`config.mk`:
```
export PLATFORM = sky130hd
export DESIGN_NAME = inverted_frame_receiver
export DESIGN_NICKNAME = d
export VERILOG_FILES = /design/src/design/ifr_pkg.sv /design/src/design/inverted_frame_receiver.sv /design/src/design/ifr_cfg_regs.sv /design/src/design/ifr_deframer.sv
export SDC_FILE = /design/constraint.sdc
export NUM_CORES = 1
export LEC_CHECK = 0
export BUFFER_PORTS_ARGS = -buffer_cell sky130_fd_sc_hd__buf_2
export CAP_MARGIN = 20
export CORE_UTILIZATION = 38
export CTS_CLUSTER_DIAMETER = 150
export DETAILED_ROUTE_END_ITERATION = 8
export GPL_TIMING_DRIVEN = 0
export SETUP_SLACK_MARGIN = 0.1
export SYNTH_ARGS = -nofsm -noshare
export SYNTH_HDL_FRONTEND = slang
export SYNTH_SLANG_ARGS = --single-unit
```
`constraint.sdc`:
```
create_clock -name clk_i -period 7.2 [get_ports clk_i]
set_input_delay 1.44 -clock clk_i [delete_from_list [all_inputs] [get_ports clk_i]]
set_output_delay 1.44 -clock clk_i [all_outputs]
set_load 0.05 [all_outputs]
```
`src/design/ifr_pkg.sv`:
```
`timescale 1ns / 1ps

package ifr_pkg;

  // Frame layout
  localparam int unsigned MIN_FRAME       = 11;
  localparam int unsigned MAX_PAYLOAD_DEF = 5;
  localparam int unsigned HEADER_BYTES    = 9;
  localparam int unsigned SRC_FIRST       = 3;
  localparam int unsigned SRC_LAST        = 5;
  localparam int unsigned DST_LAST        = 8;

  // Configuration port
  localparam int unsigned ADDR_W      = 3;
  localparam int unsigned CFG_DATA_W  = 32;
  localparam int unsigned CFG_IDX_LSB = 2;
  localparam logic        REG_EXPECTED_DIRECTION = 1'b0;

  typedef enum logic [6:0] {
    ST_TYPE = 7'b0000001,
    ST_LEN  = 7'b0000010,
    ST_DIR  = 7'b0000100,
    ST_SRC  = 7'b0001000,
    ST_DST  = 7'b0010000,
    ST_DATA = 7'b0100000,
    ST_CHK  = 7'b1000000
  } ifr_stage_e;

  typedef struct packed {
    logic length_ok;
    logic direction_ok;
    logic checksum_ok;
  } ifr_flags_t;

endpackage

```
`src/design/inverted_frame_receiver.sv`:
```
`timescale 1ns / 1ps
// Path: an accepted byte waits in the input register and is decoded when it steps; the
//   closing checksum byte's result goes into the output register and drives m_axis_tvalid.
// Throughput: one byte per cycle; the only stall is a closing byte meeting a full,
//   untaken output register, and a frame of 11 to 16 bytes yields one result item.
// Reset (rst_ni low, asynchronous): waits for a type byte, sums and holds cleared,
//   both registers empty, expected_direction zero.
module inverted_frame_receiver import ifr_pkg::*; #(
  parameter int unsigned MAX_PAYLOAD = MAX_PAYLOAD_DEF,
  localparam int unsigned LEN_W    = $clog2(MIN_FRAME + MAX_PAYLOAD + 1),
  localparam int unsigned CNT_W    = $clog2(MAX_PAYLOAD + 1),
  localparam int unsigned PL_W     = 8 * MAX_PAYLOAD,
  localparam int unsigned OUT_BITS = 8 + LEN_W + 1 + 1 + 24 + 24 + CNT_W + PL_W + 1,
  localparam int unsigned TDATA_W  = ((OUT_BITS + 7) / 8) * 8
) (
  input  logic                  clk_i,
  input  logic                  rst_ni,
  // input stream
  input  logic                  s_axis_tvalid,
  output logic                  s_axis_tready,
  input  logic [7:0]            s_axis_tdata,   // rx_byte
  // result stream
  output logic                  m_axis_tvalid,
  input  logic                  m_axis_tready,
  // from bit 0 up: msg_type, frame_length, length_ok, direction_ok, source_address,
  // dest_address, payload_count, payload, checksum_ok, zero fill
  output logic [TDATA_W-1:0]    m_axis_tdata,
  // configuration
  input  logic                  psel,
  input  logic                  penable,
  input  logic                  pwrite,
  input  logic [ADDR_W-1:0]     paddr,
  input  logic [CFG_DATA_W-1:0] pwdata,
  output logic [CFG_DATA_W-1:0] prdata,
  output logic                  pready
);

  logic [7:0]       expected_direction;

  // input register
  logic             in_valid_q, in_valid_d;
  logic [7:0]       in_byte_q, in_byte_d;

  // deframer outputs
  logic             emit;
  logic [7:0]       msg_type;
  logic [LEN_W-1:0] frame_length;
  logic [23:0]      source_address;
  logic [23:0]      dest_address;
  logic [CNT_W-1:0] payload_count;
  logic [PL_W-1:0]  payload;
  ifr_flags_t       flags;

  // output register
  logic             out_valid_q, out_valid_d;
  logic [TDATA_W-1:0] out_data_q, out_data_d;

  logic             out_free;
  logic             step;
  logic             in_accept;

  ifr_cfg_regs u_cfg (
    .clk_i                (clk_i),
    .rst_ni               (rst_ni),
    .psel                 (psel),
    .penable              (penable),
    .pwrite               (pwrite),
    .paddr                (paddr),
    .pwdata               (pwdata),
    .prdata               (prdata),
    .pready               (pready),
    .expected_direction_o (expected_direction)
  );

  // A byte leaves the input register unless it closes a frame and the output
  // register still holds a result nobody has taken.
  assign out_free      = !out_valid_q || m_axis_tready;
  assign step          = in_valid_q && (!emit || out_free);
  assign s_axis_tready = !in_valid_q || step;
  assign in_accept     = s_axis_tvalid && s_axis_tready;

  always_comb begin
    in_valid_d = in_valid_q;
    in_byte_d  = in_byte_q;
    if (in_accept) begin
      in_valid_d = 1'b1;
      in_byte_d  = s_axis_tdata;
    end else if (step) begin
      in_valid_d = 1'b0;
    end
  end

  ifr_deframer #(
    .MAX_PAYLOAD (MAX_PAYLOAD)
  ) u_deframer (
    .clk_i                (clk_i),
    .rst_ni               (rst_ni),
    .step_i               (step),
    .byte_i               (in_byte_q),
    .expected_direction_i (expected_direction),
    .emit_o               (emit),
    .msg_type_o           (msg_type),
    .frame_length_o       (frame_length),
    .source_address_o     (source_address),
    .dest_address_o       (dest_address),
    .payload_count_o      (payload_count),
    .payload_o            (payload),
    .flags_o              (flags)
  );

  // Load the result when the closing byte steps; drop it once taken.
  always_comb begin
    out_valid_d = out_valid_q;
    out_data_d  = out_data_q;
    if (step && emit) begin
      out_valid_d = 1'b1;
      out_data_d  = TDATA_W'({flags.checksum_ok, payload, payload_count, dest_address,
                              source_address, flags.direction_ok, flags.length_ok,
                              frame_length, msg_type});
    end else if (m_axis_tready) begin
      out_valid_d = 1'b0;
    end
  end

  always_ff @(posedge clk_i or negedge rst_ni) begin
    if (!rst_ni) begin
      in_valid_q  <= 1'b0;
      out_valid_q <= 1'b0;
    end else begin
      in_valid_q  <= in_valid_d;
      out_valid_q <= out_valid_d;
    end
  end

  // payload registers, no reset
  always_ff @(posedge clk_i) begin
    in_byte_q  <= in_byte_d;
    out_data_q <= out_data_d;
  end

  assign m_axis_tvalid = out_valid_q;
  assign m_axis_tdata  = out_data_q;

endmodule

```
`src/design/ifr_cfg_regs.sv`:
```
`timescale 1ns / 1ps

module ifr_cfg_regs import ifr_pkg::*; (
  input  logic                  clk_i,
  input  logic                  rst_ni,
  input  logic                  psel,
  input  logic                  penable,
  input  logic                  pwrite,
  input  logic [ADDR_W-1:0]     paddr,
  input  logic [CFG_DATA_W-1:0] pwdata,
  output logic [CFG_DATA_W-1:0] prdata,
  output logic                  pready,
  output logic [7:0]            expected_direction_o
);

  logic [7:0] exp_dir_q, exp_dir_d;
  logic       hit;

  assign pready = 1'b1;
  assign hit    = (paddr[ADDR_W-1:CFG_IDX_LSB] == REG_EXPECTED_DIRECTION);

  always_comb begin
    exp_dir_d = exp_dir_q;
    if (psel && penable && pwrite && pready && hit) begin
      exp_dir_d = pwdata[7:0];
    end
  end

  always_ff @(posedge clk_i or negedge rst_ni) begin
    if (!rst_ni) begin
      exp_dir_q <= '0;
    end else begin
      exp_dir_q <= exp_dir_d;
    end
  end

  assign prdata               = hit ? CFG_DATA_W'(exp_dir_q) : '0;
  assign expected_direction_o = exp_dir_q;

endmodule

```
`src/design/ifr_deframer.sv`:
```
`timescale 1ns / 1ps

module ifr_deframer import ifr_pkg::*; #(
  parameter int unsigned MAX_PAYLOAD = MAX_PAYLOAD_DEF,
  localparam int unsigned LEN_W = $clog2(MIN_FRAME + MAX_PAYLOAD + 1),
  localparam int unsigned CNT_W = $clog2(MAX_PAYLOAD + 1),
  localparam int unsigned PL_W  = 8 * MAX_PAYLOAD
) (
  input  logic             clk_i,
  input  logic             rst_ni,
  input  logic             step_i,
  input  logic [7:0]       byte_i,
  input  logic [7:0]       expected_direction_i,
  output logic             emit_o,
  output logic [7:0]       msg_type_o,
  output logic [LEN_W-1:0] frame_length_o,
  output logic [23:0]      source_address_o,
  output logic [23:0]      dest_address_o,
  output logic [CNT_W-1:0] payload_count_o,
  output logic [PL_W-1:0]  payload_o,
  output ifr_flags_t       flags_o
);

  localparam int unsigned IDX_W     = $clog2(MIN_FRAME + MAX_PAYLOAD);
  localparam int unsigned MAX_FRAME = MIN_FRAME + MAX_PAYLOAD;

  ifr_stage_e       stage_q, stage_d;
  logic [IDX_W-1:0] idx_q, idx_d;
  logic [15:0]      sum_q, sum_d;
  logic [7:0]       type_q, type_d;
  logic [7:0]       length_q, length_d;
  logic [7:0]       dir_q, dir_d;
  logic [23:0]      src_q, src_d;
  logic [23:0]      dst_q, dst_d;
  logic [PL_W-1:0]  pl_q, pl_d;
  logic [7:0]       chk_hi_q, chk_hi_d;

  logic [7:0]       inv;
  logic             len_lo, len_hi;
  logic [LEN_W-1:0] len;
  logic [CNT_W-1:0] count;
  logic [LEN_W:0]   idx_p1;
  logic             chk_last;
  logic [IDX_W-1:0] idx_inc;
  logic [IDX_W-1:0] pos;
  logic [1:0]       src_lane;

  assign inv     = ~byte_i;
  assign len_lo  = (length_q < 8'(MIN_FRAME));
  assign len_hi  = (length_q > 8'(MAX_FRAME));
  assign len     = len_lo ? LEN_W'(MIN_FRAME) :
                   len_hi ? LEN_W'(MAX_FRAME) : length_q[LEN_W-1:0];
  assign count   = CNT_W'(len - LEN_W'(MIN_FRAME));
  assign idx_p1  = (LEN_W+1)'(idx_q) + (LEN_W+1)'(1);
  assign chk_last = !(idx_p1 < {1'b0, len});
  assign idx_inc = idx_q + IDX_W'(1);
  assign pos     = idx_q - IDX_W'(HEADER_BYTES);
  assign src_lane = 2'(idx_q - IDX_W'(SRC_FIRST));

  assign emit_o = (stage_q == ST_CHK) && chk_last;

  always_comb begin
    stage_d  = stage_q;
    idx_d    = idx_q;
    sum_d    = sum_q;
    type_d   = type_q;
    length_d = length_q;
    dir_d    = dir_q;
    src_d    = src_q;
    dst_d    = dst_q;
    pl_d     = pl_q;
    chk_hi_d = chk_hi_q;
    if (step_i) begin
      case (stage_q)
        ST_LEN: begin
          sum_d    = sum_q + 16'(byte_i);
          length_d = inv;
          idx_d    = IDX_W'(2);
          stage_d  = ST_DIR;
        end
        ST_DIR: begin
          sum_d   = sum_q + 16'(byte_i);
          dir_d   = inv;
          idx_d   = IDX_W'(SRC_FIRST);
          stage_d = ST_SRC;
        end
        ST_SRC: begin
          sum_d = sum_q + 16'(byte_i);
          case (src_lane)
            2'd0:    src_d[7:0]   = src_q[7:0]   | inv;
            2'd1:    src_d[15:8]  = src_q[15:8]  | inv;
            2'd2:    src_d[23:16] = src_q[23:16] | inv;
            default: src_d        = src_q;
          endcase
          if (idx_q >= IDX_W'(SRC_LAST)) begin
            stage_d = ST_DST;
          end
          idx_d = idx_inc;
        end
        ST_DST: begin
          sum_d = sum_q + 16'(byte_i);
          dst_d = {dst_q[15:0], inv};
          if (idx_q >= IDX_W'(DST_LAST)) begin
            stage_d = (count != '0) ? ST_DATA : ST_CHK;
          end
          idx_d = idx_inc;
        end
        ST_DATA: begin
          sum_d = sum_q + 16'(byte_i);
          for (int unsigned l = 0; l < MAX_PAYLOAD; l++) begin
            if (pos == IDX_W'(l)) begin
              pl_d[8*l +: 8] = pl_q[8*l +: 8] | inv;
            end
          end
          if ((IDX_W+1)'(pos) + (IDX_W+1)'(1) >= (IDX_W+1)'(count)) begin
            stage_d = ST_CHK;
          end
          idx_d = idx_inc;
        end
        ST_CHK: begin
          if (!chk_last) begin
            chk_hi_d = byte_i;
            idx_d    = idx_inc;
          end else begin
            stage_d = ST_TYPE;
            idx_d   = '0;
            sum_d   = '0;
          end
        end
        default: begin
          // type byte opens a frame; clear what the last frame left
          sum_d    = 16'(byte_i);
          type_d   = inv;
          length_d = '0;
          dir_d    = '0;
          src_d    = '0;
          dst_d    = '0;
          pl_d     = '0;
          chk_hi_d = '0;
          idx_d    = IDX_W'(1);
          stage_d  = ST_LEN;
        end
      endcase
    end
  end

  always_ff @(posedge clk_i or negedge rst_ni) begin
    if (!rst_ni) begin
      stage_q  <= ST_TYPE;
      idx_q    <= '0;
      sum_q    <= '0;
      type_q   <= '0;
      length_q <= '0;
      dir_q    <= '0;
      src_q    <= '0;
      dst_q    <= '0;
      pl_q     <= '0;
      chk_hi_q <= '0;
    end else begin
      stage_q  <= stage_d;
      idx_q    <= idx_d;
      sum_q    <= sum_d;
      type_q   <= type_d;
      length_q <= length_d;
      dir_q    <= dir_d;
      src_q    <= src_d;
      dst_q    <= dst_d;
      pl_q     <= pl_d;
      chk_hi_q <= chk_hi_d;
    end
  end

  assign msg_type_o             = type_q;
  assign frame_length_o         = len;
  assign source_address_o       = src_q;
  assign dest_address_o         = dst_q;
  assign payload_count_o        = count;
  assign payload_o              = pl_q;
  assign flags_o.length_ok      = !(len_lo || len_hi);
  assign flags_o.direction_ok   = (dir_q == expected_direction_i);
  assign flags_o.checksum_ok    = ({chk_hi_q, byte_i} == sum_q);

endmodule

```
Word level (Yosys, flattened, before mapping):

Index checks and enable logic that the tools add are counted.

* reduce and logical (&&, ||, !) cells: 44
* equal/unequal tests: 27
* add/subtract/negate cells: 7
* muxes and demuxes: 32
* magnitude comparators: 6
* bitwise operators: 17

Operators with widths (number)
* $pmux 24 s2: 2
* $mux 8: 10
* $pmux 40 s2: 1
* $or 8x8->8: 8
* $pmux 8 s2: 3
* $pmux 7 s6: 1
* $mux 7: 5
* $pmux 16 s2: 1
* $reduce_or 5->1: 6
* $reduce_and 3->1: 9
* $add 16x8->16: 1
* $eq 16x16->1: 1
* $mux 16: 1
* $ne 2x1->1 const B: 8
* $pmux 4 s4: 1
* $add 4x1->5 const B: 2
* $mux 5: 2
* $ne 2x2->1 const B: 5
* $reduce_and 2->1: 5
* $eq 4x2->1 const B: 2
* $eq 8x8->1: 1
* $gt 8x5->1 const B: 1
* $lt 8x4->1 const B: 1
* $not 1->1: 8
* 31 further kinds: 48

* input bits: 50
* logic and storage cells: 154
* output and inout bits: 147
* register bits: 272

Depth between registers and ports, before layout:

Gate-level depths: netlist of the first run.

* depth after elaboration: 12
* mapped depth: 13
* gate-level depth less buffers: 12

Hierarchy:

A second synthesis of the first run with hierarchy kept.

* cell total of the unflattened synthesis: 903
* area, all modules: 11234.5 um^2

Modules (own cells, without submodules)
* ifr_deframer: area each 7043.0 um^2, seq. area each 3679.8 um^2, cells each 720, times used 1
* inverted_frame_receiver: area each 3612.2 um^2, seq. area each 3503.4 um^2, cells each 131, times used 1
* ifr_cfg_regs: area each 579.3 um^2, seq. area each 200.2 um^2, cells each 52, times used 1

Worst setup path after synthesis of the first run:

No wires, ideal clock.

* path type: reg2reg
* start point: reg u_deframer.length_q[4]
* end point: reg out_data_q[0], in the netlist m_axis_tdata[0], enable pin
* stages on the path, launching flop included: 10
* clock period less this slack: 7.010 ns
* path buffers: 0
* data arrival time: 6.435 ns
* data required time: 6.626 ns
* slack: 0.190 ns
* setup time: 0.574 ns
* path through: dfrtp_1 > or4_1 > inv_1 > o21ai_0 > ha_1 > nor2b_1 > o2111ai_1 > a21oi_1 > nand2_1 > nor2_1

* word-level cells in the longest chain between the ends: 10
* elaborated cells between the ends (all ways): 11
* classes of those cells: order compare: 3; mux: 2; reduce/logical: 6

Ends and longest elaborated chain
* start: declaration: line ifr_deframer.sv:31 `logic [7:0] length_q, length_d;`
* start signal: assignment: line ifr_deframer.sv:164 `length_q <= length_d;`
* $gt 8x5->1: line ifr_deframer.sv:50 `assign len_hi = (length_q > 8'(MAX_FRAME));`
* $mux 5: line ifr_deframer.sv:52 `len_hi ? LEN_W'(MAX_FRAME) : length_q[LEN_W-1:0];`
* $mux 5 (*): line ifr_deframer.sv:51 `assign len = len_lo ? LEN_W'(MIN_FRAME) :`
* net frame_length[4]: line inverted_frame_receiver.sv:47 `logic [LEN_W-1:0] frame_length;`
* $lt 5x5->1 (*): line ifr_deframer.sv:55 `assign chk_last = !(idx_p1 < {1'b0, len});`
* $logic_not 1->1 (*): line ifr_deframer.sv:55
* $logic_and 1x1->1 (*): line ifr_deframer.sv:60 `assign emit_o = (stage_q == ST_CHK) && chk_last;`
* $logic_not 1->1: line inverted_frame_receiver.sv:78 `assign step = in_valid_q && (!emit || out_free);`
* $logic_or 1x1->1: line inverted_frame_receiver.sv:78
* $logic_and 1x1->1: line inverted_frame_receiver.sv:78
* $logic_and 1x1->1 (*): line inverted_frame_receiver.sv:115 `if (step && emit) begin`
* end signal: assignment: line inverted_frame_receiver.sv:138 `out_data_q <= out_data_d;`
* end: declaration: line inverted_frame_receiver.sv:56 `logic [TDATA_W-1:0] out_data_q, out_data_d;`

The timed path passes the listed nets; every way through them passes the cells marked *.
A chain may end at the register's enable or synchronous reset.

Final worst setup path of the first run:

* start point: reg u_deframer.length_q[4]
* end point: out s_axis_tready

* word-level cells in the longest chain between the ends: 10
* elaborated cells between the ends (all ways): 11
* classes of those cells: order compare: 3; mux: 2; reduce/logical: 6

Ends and longest elaborated chain
* $gt 8x5->1: line ifr_deframer.sv:50
* $mux 5: line ifr_deframer.sv:52
* $mux 5 (*): line ifr_deframer.sv:51
* net frame_length[4]: line inverted_frame_receiver.sv:47
* $lt 5x5->1 (*): line ifr_deframer.sv:55
* $logic_not 1->1 (*): line ifr_deframer.sv:55
* $logic_and 1x1->1 (*): line ifr_deframer.sv:60
* $logic_not 1->1 (*): line inverted_frame_receiver.sv:78
* $logic_or 1x1->1 (*): line inverted_frame_receiver.sv:78
* $logic_and 1x1->1 (*): line inverted_frame_receiver.sv:78
* $logic_or 1x1->1 (*): line inverted_frame_receiver.sv:79 `assign s_axis_tready = !in_valid_q || step;`
* end: declaration: line inverted_frame_receiver.sv:20 `output logic s_axis_tready,`

Marked as above.

==> results of run 1 <==
-- through the flow --
stage | setup TNS, ps | power, uW | worst slack, ps | utilization (%)
2_1_floorplan | 0 | 3250 | 190 | -
3_3_place_gp | -246560 | 3680 | -2310 | 43.2
3_5_place_dp | 0 | 3720 | 2880 | 43.6
4_1_cts | 0 | 5150 | 2260 | 46.7
5_1_grt | 0 | 5430 | 2020 | 46.7
6_report | 0 | 5110 | 2340 | 46.7
-- power by group through the flow --
stage,sequential (uW),combinational [uW],clock [uW]
CTS,2050,1660,1440
global route,2080,1850,1500
floorplan,2030,1220,0
finish,2050,1650,1410
global placement,2070,1610,0
detailed placement,2080,1640,0
-- how the worst max path moves through the flow --
stage	from	endpoint	slack, ps	depth (start not counted)
finish	u_deframer.length_q[4]	s_axis_tready	2340	11
global route	u_deframer.length_q[0]	s_axis_tready	2020	11
global placement	u_deframer.length_q[4]	m_axis_tdata[61]	-2310	9
detailed placement	u_deframer.length_q[4]	s_axis_tready	2880	11
CTS	u_deframer.length_q[4]	s_axis_tready	2260	11
floorplan	u_deframer.length_q[4]	m_axis_tdata[0]	190	9
-- metal layers --
metal / up-vias / wire [um] / part of all wire, %
li1: 3524 / - / -
met1: 3565 / 11600 / 47
met2: 202 / 11300 / 45
met3: 36 / 1500 / 6.0
met4: 0 / 478 / 1.9
met5: - / 0 / 0
-- cells in the final DEF, fill, tap and decap left out, drive strengths merged, types with 12 or more instances in the layout --
cell,count
xnor2,21
o21a,27
conb,30
buf,191
dfrtp,156
a21oi,14
nand2,94
o31ai,28
o21ai,61
inv,21
a22o,40
edfxtp,115
ha,23
clkbuf,67
nand3,12
nor2,50
-- cell type report --
cell class              instances  area [um^2]
inverters                      20         75.1
repair buffers                145          811
fillers                      2721        15400
clock buffers                  37          733
flip-flops and latches        272         7380
well taps                     384          480
clock inverters                13          158
plain buffers                  76          427
multi-input cells             536         3410
-- cells by family after synthesis --
| kind of cell | after synthesis | share of synthesized area, % |
|---|---|---|
| buffers and inverters | 96 | 4.49 |
| flip-flops | 272 | 66.1 |
| other | 2 | 0.0672 |
| XOR/XNOR | 28 | 2.19 |
| adder cells (fa/ha/maj) | 24 | 2.75 |
| AO/OA/AOI/OAI | 211 | 13.1 |
| AND/OR/NAND/NOR | 229 | 9.95 |
| multiplexers | 14 | 1.37 |
-- state kept, by name, summed over array words and instances, names as in the netlist, 8 cells and up --
name and flops:
u_deframer.dest_address_o 24, u_deframer.dir_q 8, u_deframer.length_q 8, u_cfg.expected_direction_o 8
m_axis_tdata 107, u_deframer.chk_hi_q 8, u_deframer.sum_q 16, u_deframer.payload_o 40
in_byte_q 8, u_deframer.msg_type_o 8, u_deframer.source_address_o 24
-- critical path: cells and delay by family, from the launching register on --
kind,cells,cell delay (ps)
DFF,1,410
AOI/OAI and AO/OA,3,480
buffers and inverters,3,400
adders and majority gates,1,290
and+or+nand+nor,4,1270
-- synthesized netlist by cell type (4+ instances only) --
| master | instances |
|---|---|
| a22oi_1 | 7 |
| ha_1 | 23 |
| nand3_1 | 11 |
| mux2_2 | 10 |
| a31oi_1 | 7 |
| a21oi_1 | 14 |
| nor3_1 | 6 |
| buf_2 | 11 |
| nand4_1 | 11 |
| edfxtp_1 | 115 |
| nand2_1 | 94 |
| a22o_1 | 40 |
| nor4_1 | 6 |
| nor2b_1 | 11 |
| clkbuf_1 | 30 |
| xor2_1 | 7 |
| nor2_1 | 50 |
| o21a_1 | 27 |
| mux2i_1 | 4 |
| and3_1 | 10 |
| xnor2_1 | 21 |
| a21o_1 | 8 |
| inv_1 | 20 |
| o31ai_1 | 28 |
| nand2b_1 | 6 |
| or4_1 | 4 |
| dfrtp_1 | 156 |
| o21ai_0 | 44 |
| o21ai_1 | 17 |
| buf_4 | 30 |
==> metrics, run 1 <==
GRT overflow=0; cells on worst reg2reg path=11; Tot GR Track Use=16.5%; Starting Density=38.7%; Max FO, Critical Path=5; Max IR drop VDD=200 uV; Area growth, synth to finish=20.5%; reg2reg end=m_axis_tdata[82]; Final Hold Viols=0; hold_sp=u_deframer.source_address_o[4]; yosys warns=0; Post-CTS Repair Setup Buffers=0; crit path kind=reg2out; CTS Hold Bufs=0; fin. max-slew vios=0; top-area cell type share of the netlist area=34.9%; Largest stage delay, worst path=630 ps; DP HPWL=16900 um; First DRT Iteration DRCs=464; P_leak=0.00566 uW; CTS tree=yes; Residual DRC=0; number of global-route vias before repair=7040; top cells by area, synth=dfrtp_1 (35%), edfxtp_1 (31%), nand2_1 (3.2%); final setup violating endpoints=0; Yosys top cell by area=dfrtp_1; flops & latches, synth=272; initial antenna violation count=0; GPL Wtd Cong=0.855; # nets final=1152; Final period util=67.5%; FP Rows=62; GR peak layer=met2; vias=7327; Final ANT Viol Nets=0; Post-Syn Area=0.0112 mm^2; Post-synth ARST share=57.7%; clock network power share=27.7%; clock sink count=272; input/output buffers=140; Post-synth EDFFs=115; Cell Pwr Density=380 mW/mm^2; Mean Syn Cell Area=12.8 um^2; Slew Limit Headroom=39.2%; R2R Path Start=u_deframer.length_q[4]; clock latency on the worst-skew pair=560 ps; Crit. End Element=primary output; Synth Flop Type=dfrtp_1; Non-Filler Instances=1483; status=completed; Die Y=174 um; htree depth=1; internal power=3320 uW; vias per cell=4.94; Core Region=0.0289 mm^2; Post-DP Area=0.0126 mm^2; FF-to-FF setup slack=3450 ps; largest net degree at the start of global routing=99; RSZ-0062 raised after global routing=false; WL final=24900 um; hold slack=449 ps; Final Critical Period=4860 ps; met2 usage=26.3%; Post-Place Cells=1433; Flop pwr share=40.1%; die area=0.0301 mm^2; DR WL/cell=16.8 um; cells after synthesis=876; share of layout cells above drive strength 1=22.8%; TritonRoute pass-1 iters=5; crit start category=flop; crit path DAT=3420 ps; Final Cell Area=0.0135 mm^2; worst-margin pin slew=902 ps; Psw=1800 uW; Hold Path Class=reg2reg; Clock Root Buffer=clkbuf_16; met3 usage=2.94%; Worst Hold End=m_axis_tdata[19]; CP dominant cell by count=inv_1; clk_skew=30.5 ps; part of the Yosys area used for sequential elements=66.1%; maximum root-to-sink buffer count=3; met1 Usage GRT=23.4%; first-pass GRT wire length=39400 um; clock-pin slew on the worst setup and hold paths=60 ps; Comb pwr share=32.3%; worst hold path cell count=0; Switching Share=35.1%; Slowest-stage cell, CP=or4_1; crit-path cells=or4_1, inv_1, o21ai_0, ha_1, nor2b_1, o2111ai_1, a21oi_1, nand2_1, nor2_1, inv_1, buf_2; post-cts resize count=0; max frequency=206 MHz; cts bufs inserted=27; DIE WIDTH=174 um; # diodes=0; Critical Path RT=5760 ps; total I/O pin count=197; Yosys cell types=61; max_cap viols=0
Power figures use the tool's default switching activity.
==> inputs of run 2 (changes only) <==
- clock period: 7.2 -> 4.13 ns (I/O delays scaled with it)
==> run 2 against run 1 <==
Against the previous run: combinational power up 81%; utilization up 0.64 points; sequential cell count unchanged; critical path depth unchanged; power up 80%; sequential power up 74%.
==> metrics, run 2 (synthesis gave the netlist of run 1 again) <==
largest net degree at the start of global routing=100 (+1.0%); Final Hold Viols=0 (unchanged); fin. max-slew vios=0 (unchanged); max frequency=259 MHz; GPL Wtd Cong=0.864 (+1.1%); Largest stage delay, worst path=580 ps (-50 ps); Slowest-stage cell, CP=or4_4; cell family with most CP delay=simple AND/OR/NAND/NOR gates; setup TNS=0 ps (unchanged); maximum root-to-sink buffer count=3 (unchanged); TritonRoute pass-1 iters=5 (unchanged); Max IR drop VDD=327 uV (+63%); DR WL/cell=16.8 um (-0.11%); vias per cell=4.95 (+0.26%); crit start category=flop; DIE WIDTH=174 um (unchanged); Tot GR Track Use=16.6% (+0.096 points); htree depth=1 (unchanged); P_leak=0.00573 uW (+1.2%); critical path depth in cells=11 (unchanged); CTS Hold Bufs=0 (unchanged); crit-path cells=or4_4, inv_2, o21ai_1, ha_1, nor2b_2, o2111ai_2, a21oi_2, nand2_2, nor2_4, inv_1, buf_6; Clock Root Buffer=clkbuf_16; final setup violating endpoints=0 (unchanged); clk_skew=22.1 ps (-8.36 ps); Max FO, Critical Path=4 (-1); die area=0.0301 mm^2 (unchanged); Die Y=174 um (unchanged); GRT overflow=0 (unchanged); initial antenna violation count=0 (unchanged); # diodes=0 (unchanged); share of layout cells above drive strength 1=24.6% (+1.8 points); Final Critical Period=3860 ps; most common cell after layout, fill and taps aside=dfrtp_1; clock-pin slew on the worst setup and hold paths=60 ps (about the same); DP HPWL=16800 um (-1.0%); WL final=25000 um (+0.49%); crit path DAT=3040 ps (-380 ps); Core Region=0.0289 mm^2 (unchanged); input/output buffers=140 (unchanged); number of global-route vias before repair=7212 (+2.4%); cells on worst reg2reg path=12 (+1); RSZ-0062 raised after global routing=false; First DRT Iteration DRCs=613 (+32%); Residual DRC=0 (unchanged); max_cap viols=0 (unchanged); Buf/Inv on CP=3 (unchanged); worst-margin pin slew=939 ps (+37.0 ps); Crit. End Element=primary output; Core Util, Final=47.3% (+0.64 points); Critical Path RT=3300 ps (-2460 ps); CTS tree=yes; # nets final=1161 (+0.78%); Hold Path Class=in2async; vias=7391 (+0.87%); Starting Density=38.7% (unchanged); commonest cells after routing, fill and taps aside=dfrtp_1 (155), buf_2 (150), edfxtp_1 (115); total I/O pin count=197 (unchanged); Cell Pwr Density=673 mW/mm^2 (+77%); max reg flops=107 (unchanged); Final period util=93.6%; status=completed; clock latency on the worst-skew pair=550 ps (about the same); clock sink count=272 (unchanged); crit path kind=reg2out; Area growth, synth to finish=22.2%; FP Rows=62 (unchanged); first-pass GRT wire length=39800 um (+0.91%); cts bufs inserted=28 (+3.7%); Slew Limit Headroom=36.9% (-2.4 points); Final ANT Viol Nets=0 (unchanged)
run 2: cell types whose count changed in the layout (fill, tap and decap cells not counted), sizes merged:
| cell | previous run | this run |
|---|---|---|
| buf | 191 | 199 |
| inv | 21 | 22 |
| clkbuf | 67 | 64 |
| bufinv | 3 | 5 |
| clkinvlp | 0 | 3 |
| clkinv | 9 | 7 |
run 2: what timing repair did:
| item | 4_1_cts | 5_1_grt |
|---|---|---|
| pin swaps | 0 | 6 |
| endpoints found under the setup margin | 36 | 36 |
| cloned | 0 | 0 |
| gates resized for setup | 4 | 13 |
| setup buffers | 0 | 8 |
run 2: power by group:
| group | internal [uW] | switching, uW | leakage (uW) |
|---|---|---|---|
| combinational | 1110 | 1880 | 0.00220 |
| clock | 1590 | 1050 | 0.000465 |
| sequential | 3290 | 280 | 0.00306 |
run 2: metrics by stage:
stage	total power, uW	worst slack (ps)	instances	instance area [um^2]	hold slack [ps]
finish	9190	266	1492	13700	194
CTS	9160	104	1484	13600	211
global placement	6420	-1020	1428	12500	430
detailed placement	6480	101	1433	12600	433
floorplan	5670	111	904	11300	425
global route	9730	98.8	1492	13700	223
run 2: final cells by class:
cell class	count	area, um^2
clock inverter	17	236
tap	384	480
clock buffer	34	733
timing repair buffer	153	870
fill	2698	15200
multi-input combinational	536	3450
buffer	76	428
inverter	20	75.1
sequential	272	7380
run 2: final timing paths:
| check | start | endpoint | slack (ps) |
|---|---|---|---|
| setup / recovery | u_deframer.length_q[6] | s_axis_tready | 270 |
| hold / removal | rst_ni | u_deframer.dest_address_o[23] | 190 |
| setup reg to reg | u_deframer.length_q[6] | m_axis_tdata[102] | 360 |
| hold reg to reg | u_deframer.source_address_o[22] | m_axis_tdata[37] | 450 |
| max in group asynchronous | rst_ni | m_axis_tvalid | 3070 |
| min in group clk_i | u_deframer.source_address_o[22] | m_axis_tdata[37] | 450 |
run 2: per-layer routing:
layer | wire length [um] | global-route usage (%) | up-vias
li1 | - | - | 3552
met1 | 11500 | 22.8 | 3612
met5 | 0 | 0 | -
met4 | 626 | 5.57 | 0
met3 | 1380 | 2.83 | 41
met2 | 11600 | 26.7 | 186
